**src/varint_length_prefix_deframer_unit_assert.svh**
```systemverilog
// Assertion helpers for the deframer; expect clk and arst_n in scope.
`ifndef VARINT_LENGTH_PREFIX_DEFRAMER_UNIT_ASSERT_SVH
`define VARINT_LENGTH_PREFIX_DEFRAMER_UNIT_ASSERT_SVH

// Same-cycle implication, checked out of reset.
`define VLPD_ASSERT_NOW(label, ante, cons, msg) \
	label: assert property (@(posedge clk) disable iff (!arst_n) (ante) |-> (cons)) \
	else $error(msg);

// Next-cycle implication, checked out of reset.
`define VLPD_ASSERT_NEXT(label, ante, cons, msg) \
	label: assert property (@(posedge clk) disable iff (!arst_n) (ante) |=> (cons)) \
	else $error(msg);

`endif

```
**src/vlpd_pkg.sv**
```systemverilog
package vlpd_pkg;

	// default widths and register reset
	localparam int LENGTH_WIDTH_DEF = 32;
	localparam int COUNT_WIDTH_DEF  = 32;
	localparam int HDR_W            = 62;
	localparam logic [31:0] MAX_LEN_RESET = 32'd8388608;

	// input word kinds
	localparam logic KIND_DATA = 1'b0;
	localparam logic KIND_END  = 1'b1;

	typedef enum logic [1:0] {
		ST_PAYLOAD    = 2'd0,
		ST_BAD_HEADER = 2'd1,
		ST_ABORTED    = 2'd2
	} status_t;

	typedef struct packed {
		logic       kind;
		logic [7:0] data_byte;
	} in_item_t;

	typedef struct packed {
		logic        valid;
		logic [7:0]  payload_byte;
		logic        first_of_frame;
		logic        last_of_frame;
		logic [31:0] frame_length;
		logic [31:0] frame_number;
		status_t     status;
	} result_t;

endpackage

```
**src/vlpd_if.sv**
```systemverilog
// byte stream channel
interface vlpd_in_if;
	logic       valid;
	logic       ready;
	logic       kind;
	logic [7:0] data_byte;

	modport source (output valid, kind, data_byte, input ready);
	modport sink (input valid, kind, data_byte, output ready);
endinterface

// frame result channel
interface vlpd_out_if;
	logic        valid;
	logic        ready;
	logic [7:0]  payload_byte;
	logic        first_of_frame;
	logic        last_of_frame;
	logic [31:0] frame_length;
	logic [31:0] frame_number;
	logic [1:0]  status;

	modport source (output valid, payload_byte, first_of_frame, last_of_frame,
		frame_length, frame_number, status, input ready);
	modport sink (input valid, payload_byte, first_of_frame, last_of_frame,
		frame_length, frame_number, status, output ready);
endinterface

// max frame length register write channel
interface vlpd_cfg_if;
	logic        valid;
	logic        ready;
	logic [31:0] data;

	modport source (output valid, data, input ready);
	modport sink (input valid, data, output ready);
endinterface

```
**src/vlpd_parser.sv**
```systemverilog
`include "varint_length_prefix_deframer_unit_assert.svh"

module vlpd_parser
	import vlpd_pkg::*;
#(
	parameter int LENGTH_WIDTH = LENGTH_WIDTH_DEF,
	parameter int COUNT_WIDTH  = COUNT_WIDTH_DEF
) (
	input  logic        clk,
	input  logic        arst_n,
	input  logic        step,
	input  in_item_t    item,
	input  logic [31:0] max_len,
	output result_t     res
);

	localparam int PLEN_W = (LENGTH_WIDTH < 32) ? LENGTH_WIDTH : 32;
	localparam logic [HDR_W-1:0] LEN_MASK = (HDR_W'(1) << LENGTH_WIDTH) - HDR_W'(1);
	localparam logic [HDR_W-1:0] FIELD_MAX = HDR_W'(32'hFFFF_FFFF);

	// parser state
	logic [HDR_W-1:0]       hv_q;
	logic [3:0]             need_q;
	logic [3:0]             seen_q;
	logic                   in_payload_q;
	logic [PLEN_W-1:0]      plen_q;
	logic [PLEN_W-1:0]      pseen_q;
	logic [COUNT_WIDTH-1:0] frames_q;

	logic [HDR_W-1:0]  hv_next;
	logic [HDR_W-1:0]  hv_sat;
	logic [3:0]        need_next;
	logic [3:0]        seen_next;
	logic              hdr_done;
	logic              hdr_bad;
	logic [PLEN_W:0]   pseen_inc;
	logic              last;

	// header accumulation, MSB first
	always_comb begin
		if (seen_q == 4'd0) begin
			hv_next = HDR_W'(item.data_byte[5:0]);
			case (item.data_byte[7:6])
				2'd0:    need_next = 4'd1;
				2'd1:    need_next = 4'd2;
				2'd2:    need_next = 4'd4;
				default: need_next = 4'd8;
			endcase
		end else begin
			hv_next   = {hv_q[HDR_W-9:0], item.data_byte};
			need_next = need_q;
		end
		seen_next = seen_q + 4'd1;
		hdr_done  = (seen_next >= need_next);
		hdr_bad   = (hv_next == '0) || (hv_next > HDR_W'(max_len)) || (hv_next > LEN_MASK);
		hv_sat    = (hv_next > LEN_MASK) ? LEN_MASK : hv_next;
	end

	// payload position
	assign pseen_inc = {1'b0, pseen_q} + (PLEN_W+1)'(1);
	assign last      = (pseen_inc >= {1'b0, plen_q});

	// result for the current word
	always_comb begin
		res                = '0;
		res.frame_number   = 32'(frames_q);
		res.frame_length   = 32'(plen_q);
		res.status         = ST_PAYLOAD;
		if (item.kind == KIND_END) begin
			res.valid  = in_payload_q;
			res.status = ST_ABORTED;
		end else if (in_payload_q) begin
			res.valid          = 1'b1;
			res.payload_byte   = item.data_byte;
			res.first_of_frame = (pseen_q == '0);
			res.last_of_frame  = last;
		end else if (hdr_done && hdr_bad) begin
			res.valid        = 1'b1;
			res.status       = ST_BAD_HEADER;
			res.frame_length = (hv_sat > FIELD_MAX) ? 32'hFFFF_FFFF : hv_sat[31:0];
		end
	end

	// state update when a word is consumed
	always_ff @(posedge clk or negedge arst_n) begin
		if (!arst_n) begin
			hv_q         <= '0;
			need_q       <= '0;
			seen_q       <= '0;
			in_payload_q <= 1'b0;
			plen_q       <= '0;
			pseen_q      <= '0;
			frames_q     <= '0;
		end else if (step) begin
			if (item.kind == KIND_END) begin
				hv_q         <= '0;
				need_q       <= '0;
				seen_q       <= '0;
				in_payload_q <= 1'b0;
				plen_q       <= '0;
				pseen_q      <= '0;
			end else if (in_payload_q) begin
				if (last) begin
					frames_q     <= frames_q + COUNT_WIDTH'(1);
					in_payload_q <= 1'b0;
					plen_q       <= '0;
					pseen_q      <= '0;
				end else begin
					pseen_q <= pseen_inc[PLEN_W-1:0];
				end
			end else if (hdr_done) begin
				hv_q   <= '0;
				need_q <= '0;
				seen_q <= '0;
				if (!hdr_bad) begin
					in_payload_q <= 1'b1;
					plen_q       <= hv_next[PLEN_W-1:0];
					pseen_q      <= '0;
				end
			end else begin
				hv_q   <= hv_next;
				need_q <= need_next;
				seen_q <= seen_next;
			end
		end
	end

	`VLPD_ASSERT_NOW(a_no_header_in_payload, in_payload_q, seen_q == 4'd0, "header count live during payload")
	`VLPD_ASSERT_NOW(a_pos_below_len, in_payload_q, pseen_q < plen_q, "payload position past frame length")
	`VLPD_ASSERT_NEXT(a_frame_count, step && res.valid && res.last_of_frame && item.kind == KIND_DATA, frames_q == COUNT_WIDTH'($past(frames_q) + COUNT_WIDTH'(1)), "frame count not advanced on last byte")
	`VLPD_ASSERT_NOW(a_abort_only_in_payload, res.valid && res.status == ST_ABORTED, in_payload_q && item.kind == KIND_END, "abort reported outside a frame")

endmodule

```
**src/varint_length_prefix_deframer_unit.sv**
```systemverilog
// Channel  Role   Word
// bytes    sink   kind, data_byte: stream byte or stream end
// frames   source payload byte with first/last marks, length, frame number, status
// cfg      sink   max_frame_length register write, always ready
//
// One word per cycle sustained while no result is stalled; a word passes through
// the input register and the parser to the result register.
// The parser state update between input and result register sets the rate.
// Reset clears the parser, the frame count and sets max_frame_length to 8388608.
// A stall holds out_q and a full input register; bytes.ready follows frames.ready.
`include "varint_length_prefix_deframer_unit_assert.svh"

module varint_length_prefix_deframer_unit
	import vlpd_pkg::*;
#(
	parameter int LENGTH_WIDTH = LENGTH_WIDTH_DEF,
	parameter int COUNT_WIDTH  = COUNT_WIDTH_DEF
) (
	input logic         clk,
	input logic         arst_n,
	vlpd_in_if.sink     bytes,
	vlpd_out_if.source  frames,
	vlpd_cfg_if.sink    cfg
);

	logic        s1_valid_s1;
	in_item_t    item_s1;
	result_t     res;
	result_t     out_q;
	logic        out_valid_q;
	logic        advance;
	logic [31:0] max_len_q;

	// config register
	assign cfg.ready = 1'b1;

	always_ff @(posedge clk or negedge arst_n) begin
		if (!arst_n) begin
			max_len_q <= MAX_LEN_RESET;
		end else if (cfg.valid) begin
			max_len_q <= cfg.data;
		end
	end

	// input register
	assign advance     = s1_valid_s1 && (!out_valid_q || frames.ready);
	assign bytes.ready = !s1_valid_s1 || advance;

	always_ff @(posedge clk or negedge arst_n) begin
		if (!arst_n) begin
			s1_valid_s1 <= 1'b0;
		end else if (bytes.valid && bytes.ready) begin
			s1_valid_s1 <= 1'b1;
		end else if (advance) begin
			s1_valid_s1 <= 1'b0;
		end
	end

	always_ff @(posedge clk) begin
		if (bytes.valid && bytes.ready) begin
			item_s1.kind      <= bytes.kind;
			item_s1.data_byte <= bytes.data_byte;
		end
	end

	// parser core
	vlpd_parser #(
		.LENGTH_WIDTH (LENGTH_WIDTH),
		.COUNT_WIDTH  (COUNT_WIDTH)
	) u_parser (
		.clk     (clk),
		.arst_n  (arst_n),
		.step    (advance),
		.item    (item_s1),
		.max_len (max_len_q),
		.res     (res)
	);

	// result register
	always_ff @(posedge clk or negedge arst_n) begin
		if (!arst_n) begin
			out_valid_q <= 1'b0;
		end else if (advance) begin
			out_valid_q <= res.valid;
		end else if (frames.ready) begin
			out_valid_q <= 1'b0;
		end
	end

	always_ff @(posedge clk) begin
		if (advance) begin
			out_q <= res;
		end
	end

	assign frames.valid          = out_valid_q;
	assign frames.payload_byte   = out_q.payload_byte;
	assign frames.first_of_frame = out_q.first_of_frame;
	assign frames.last_of_frame  = out_q.last_of_frame;
	assign frames.frame_length   = out_q.frame_length;
	assign frames.frame_number   = out_q.frame_number;
	assign frames.status         = out_q.status;

endmodule

```
**src/flat_wrapper.sv**
```systemverilog
// flat-port wrapper written by rule: the top's interface ports become plain ports
module varint_length_prefix_deframer_unit_flat import vlpd_pkg::*;
#(
	parameter int LENGTH_WIDTH = LENGTH_WIDTH_DEF,
	parameter int COUNT_WIDTH  = COUNT_WIDTH_DEF
)
  (clk, arst_n, bytes_valid, bytes_kind, bytes_data_byte, bytes_ready, frames_valid, frames_payload_byte, frames_first_of_frame, frames_last_of_frame, frames_frame_length, frames_frame_number, frames_status, frames_ready, cfg_valid, cfg_data, cfg_ready);
  vlpd_in_if bytes_i ();
  vlpd_out_if frames_i ();
  vlpd_cfg_if cfg_i ();
  input logic clk;
  input logic arst_n;
  input wire logic [$bits(bytes_i.valid)-1:0] bytes_valid;
  input wire logic [$bits(bytes_i.kind)-1:0] bytes_kind;
  input wire logic [$bits(bytes_i.data_byte)-1:0] bytes_data_byte;
  output wire logic [$bits(bytes_i.ready)-1:0] bytes_ready;
  output wire logic [$bits(frames_i.valid)-1:0] frames_valid;
  output wire logic [$bits(frames_i.payload_byte)-1:0] frames_payload_byte;
  output wire logic [$bits(frames_i.first_of_frame)-1:0] frames_first_of_frame;
  output wire logic [$bits(frames_i.last_of_frame)-1:0] frames_last_of_frame;
  output wire logic [$bits(frames_i.frame_length)-1:0] frames_frame_length;
  output wire logic [$bits(frames_i.frame_number)-1:0] frames_frame_number;
  output wire logic [$bits(frames_i.status)-1:0] frames_status;
  input wire logic [$bits(frames_i.ready)-1:0] frames_ready;
  input wire logic [$bits(cfg_i.valid)-1:0] cfg_valid;
  input wire logic [$bits(cfg_i.data)-1:0] cfg_data;
  output wire logic [$bits(cfg_i.ready)-1:0] cfg_ready;
  assign bytes_i.valid = bytes_valid;
  assign bytes_i.kind = bytes_kind;
  assign bytes_i.data_byte = bytes_data_byte;
  assign bytes_ready = bytes_i.ready;
  assign frames_valid = frames_i.valid;
  assign frames_payload_byte = frames_i.payload_byte;
  assign frames_first_of_frame = frames_i.first_of_frame;
  assign frames_last_of_frame = frames_i.last_of_frame;
  assign frames_frame_length = frames_i.frame_length;
  assign frames_frame_number = frames_i.frame_number;
  assign frames_status = frames_i.status;
  assign frames_i.ready = frames_ready;
  assign cfg_i.valid = cfg_valid;
  assign cfg_i.data = cfg_data;
  assign cfg_ready = cfg_i.ready;
  varint_length_prefix_deframer_unit #(.LENGTH_WIDTH(LENGTH_WIDTH), .COUNT_WIDTH(COUNT_WIDTH)) u_core (.clk(clk), .arst_n(arst_n), .bytes(bytes_i), .frames(frames_i), .cfg(cfg_i));
endmodule
```
**config.mk**
```make
export PLATFORM = sky130hd
export DESIGN_NAME = varint_length_prefix_deframer_unit_flat
export DESIGN_NICKNAME = d
export VERILOG_FILES = /design/src/vlpd_pkg.sv /design/src/vlpd_if.sv /design/src/vlpd_parser.sv /design/src/varint_length_prefix_deframer_unit.sv /design/src/flat_wrapper.sv
export VERILOG_INCLUDE_DIRS = /design/src /design/src/src
export SDC_FILE = /design/constraint.sdc
export NUM_CORES = 1
export LEC_CHECK = 0
export BUFFER_PORTS_ARGS = -buffer_cell sky130_fd_sc_hd__buf_2
export CELL_PAD_IN_SITES_DETAIL_PLACEMENT = 0
export CELL_PAD_IN_SITES_GLOBAL_PLACEMENT = 2
export CORE_MARGIN = 4
export CORE_UTILIZATION = 40
export CTS_BUF_LIST = sky130_fd_sc_hd__clkbuf_8 sky130_fd_sc_hd__clkbuf_16
export DETAILED_ROUTE_END_ITERATION = 10
export PLACE_DENSITY = 0.84
export SYNTH_ARGS = -nofsm -noshare
export SYNTH_HDL_FRONTEND = slang
export SYNTH_HIERARCHICAL = 1
export SYNTH_SLANG_ARGS = --single-unit
export TNS_END_PERCENT = 50
```
**constraint.sdc**
```tcl
create_clock -name clk -period 5.4 [get_ports clk]
set_clock_uncertainty 0.05 [all_clocks]
set_input_delay 0.27 -clock clk [delete_from_list [all_inputs] [get_ports clk]]
set_output_delay 0.27 -clock clk [all_outputs]
set_load 0.1 [all_outputs]
```
==> results.md <==
- Status: completed
- Compound-cell area share of the yosys netlist: 13.0%
- Yosys reg bits: 278
- Synth Flop Type: dfrtp_1
- RSZ-0062 raised after global routing: no
- H-tree Lvls: 2
- Period utilization: 91.2%
- Place WS: 556 ps
- Post-Route Setup TNS: 0 ps
- N_diodes: 0
- Largest family of logic cells by synthesized area: compound AO/OA/AOI/OAI gates
- Starting density of the core: 40.5%
- Slew @ Worst Pin: 1010 ps
- Final setup margin: 475 ps
- Max Fclk: 0.203 GHz
- Final hold viol count: 0
- Die Span Y: 192 µm
- Crit-path max cell delay: 720 ps
- Final setup fails: 0
- Post-cts resize count: 0
- Relative slew slack: 33.0%
- PortBufs: 123
- Met2 Track Usage GR: 31.9%
- Total power: 6.94 mW
- Internal: 4.27 mW
- Final HPWL DP: 24.6 mm
- DR vias: 9,890
- Die area: 0.0369 mm²
- Antenna viol nets, final: 0
- Die W: 192 µm
- Clk buf depth: 3
- Worst Reg-to-Reg Cells: 14
- Net Sw Frac: 38.4%
- Via-per-instance ratio: 5.34
- Crit end category: register
- Most frequent cells in the layout: dfrtp_1 (192), nand2_1 (127), inv_1 (122), buf_2 (122), edfxtp_1 (85)
- Vias in the first global route: 10,002
- GR peak layer: met2
- Clock root buffer: clkbuf_16
- CTS clock-pin slew for the worst setup and hold paths: 50 ps
- Hold WS: 177 ps
- Post-route insts no fill: 1,852
- Row Count: 67
- Seq pwr share: 37.6%
- Worst-Skew Late Latency: 510 ps
- Xor and xnor area share after synthesis: 4.07%
- Drt drc: 0
- Slew Viols, Final: 0
- Yosys cell types: 64
- Synthesized cell area: 0.0136 mm²
- Worst Hold Class: input port to async pin
- Layout cells sized above 1: 17.4%
- Dpl cells: 1,746
- Area grow syn2layout: 19.8%
- Post-route minimum period: 4920 ps
- Cell Pwr Density: 427 mW/mm²
- First-pass GRT wire length: 56.7 mm
- Setup Crit Path Kind: register to register
- Met3 Track Usage GR: 2.53%
- Core area: 0.0334 mm²
- Clock Sinks: 278
- Initial antenna violation count: 0
- Most common cell after layout, fill and taps aside: dfrtp_1
- Io pins: 125
- Comb power frac: 30.3%
- Final Instance Area: 0.0162 mm²
- Critical path's slowest cell: or3b_2
- CP Cell Sequence: inv_1 > ha_1 > or3b_2 > nand2_1 > inv_1 > ha_1 > nand4_1 > nor4_1 > a41oi_1 > a211oi_1 > o31ai_1 > nor4_4 > buf_4 > a2bb2oi_1
- CP max FO: 32
- Post-Synthesis Cells: 1,213
- Setup repair bufs after CTS: 0
- Placed instance area: 0.0147 mm²
- P_leak: 7.63 nW
- Switch Pwr: 2.67 mW
- GPL Wtd Cong: 0.828
- CTS tree: done
- Mux share of post-synthesis cell area: 3.66%
- Clock power frac: 32.1%
- Grt total ovfl: 0
- Final core utilization: 48.5%
- Startpoint types: register
- Wire per inst: 19.3 µm
- CP required: 5590 ps
- Syn Area/Cell: 11.2 µm²
- Sequential cell area fraction in the yosys report: 54.5%
- Iteration-0 DRC Markers: 591
- Total Routing Usage GR: 19.6%
- DRT Pass-1 Iters: 5
- Worst path arrival time: 5110 ps
- Post-synth EDFFs: 85
- Worst VDD drop: 271 µV
- Met1 Usage GRT: 27.9%
- Total CTS buffers: 34
- Nets: 1,497
- Largest net degree at the start of global routing: 161
- Synthesized Nets: 1,332
- Post-synthesis simple-gate area fraction: 12.6%
- Adder-cell share of the synthesized area: 6.74%
- Yosys warning total: 6
- Ys async rst share: 69.4%
- Routed Wire Length: 35.8 mm
- Number of max-cap violations: 0
==> registers in the layout, summed over array words and instances, names as in the netlist <==
register,count
u_core/frames.first_of_frame,1
u_core/u_parser/frames_q,32
u_core/item_s1,9
u_core/frames.payload_byte,8
u_core/u_parser/seen_q,4
u_core/s1_valid_s1,1
u_core/u_parser/need_q,4
u_core/u_parser/pseen_q,32
u_core/frames.last_of_frame,1
u_core/max_len_q,32
u_core/u_parser/hv_q,54
u_core/u_parser/plen_q,32
u_core/frames.status,2
u_core/frames.frame_number,32
u_core/frames.frame_length,32
u_core/frames.valid,1
u_core/u_parser/in_payload_q,1
==> critical path, delay by kind of cell, from the launching register on <==
| kind | cells | cell delay [ps] |
|---|---|---|
| simple gates | 5 | 1900 |
| flops | 1 | 430 |
| buf+inv | 3 | 570 |
| compound gates | 4 | 1200 |
| fa+ha+maj | 2 | 480 |
==> kinds of logic after synthesis <==
kind of cell,after synthesis
compound gates,252
fa+ha+maj,73
xor+xnor,63
other cells,1
mux,34
simple gates,338
flops,278
buf+inv,174
==> repair_timing <==
item	in CTS	in global routing
hold endpoints to repair	76	0
setup endpoints to repair	0	0
hold buffers	44	0
==> Yosys cell counts, types with 29 or more instances <==
cell	instances	area share, %
o2bb2ai_1	32	2.1
ha_1	73	6.7
nor4_1	31	1.4
nor2_1	34	0.94
nand3_1	36	1.3
a21oi_1	29	1.1
inv_1	113	3.1
a2bb2oi_1	33	2.1
edfxtp_1	85	19
clkbuf_1	42	1.2
dfrtp_1	192	35
o21ai_0	80	3.0
mux2_4	30	3.3
xor2_1	36	2.3
nand2_1	128	3.5
==> layout make-up <==
| class | instances | area [µm²] |
|---|---|---|
| Clock buffer | 42 | 983 |
| Clock inverter | 20 | 139 |
| Fill cell | 3082 | 17200 |
| Inverter | 113 | 424 |
| Multi-Input combinational cell | 761 | 5480 |
| Sequential cell | 278 | 7380 |
| Tap cell | 448 | 561 |
| Timing Repair Buffer | 190 | 1260 |
==> worst paths after layout <==
| kind | end | slack (ps) | startpoint |
|---|---|---|---|
| max in group asynchronous | u_core/u_parser/frames_q[9] | 3930 | arst_n |
| hold reg to reg | u_core/frames.frame_number[30] | 400 | u_core/u_parser/frames_q[30] |
| setup / recovery | u_core/frames.frame_length[24] | 480 | u_core/u_parser/seen_q[0] |
| min in group clk | u_core/frames.frame_number[30] | 400 | u_core/u_parser/frames_q[30] |
| hold / removal | u_core/u_parser/plen_q[21] | 180 | arst_n |
| setup reg to reg | u_core/frames.frame_length[24] | 480 | u_core/u_parser/seen_q[0] |
==> power groups by stage <==
stage,registers (mW),clock network [mW],logic [mW]
2_1_floorplan,3.33,0,0.785
3_3_place_gp,2.64,0,2.06
3_5_place_dp,2.64,0,2.07
4_1_cts,2.61,2.29,2.10
5_1_grt,2.63,2.38,2.23
6_report,2.60,2.23,2.10
==> routing by layer <==
layer / vias up / part of all wire [%]
met5: - / 0
met4: 0 / 1.8
met3: 41 / 5.0
met2: 244 / 47
met1: 4901 / 46
li1: 4704 / -
Power figures use the tool's default switching activity.
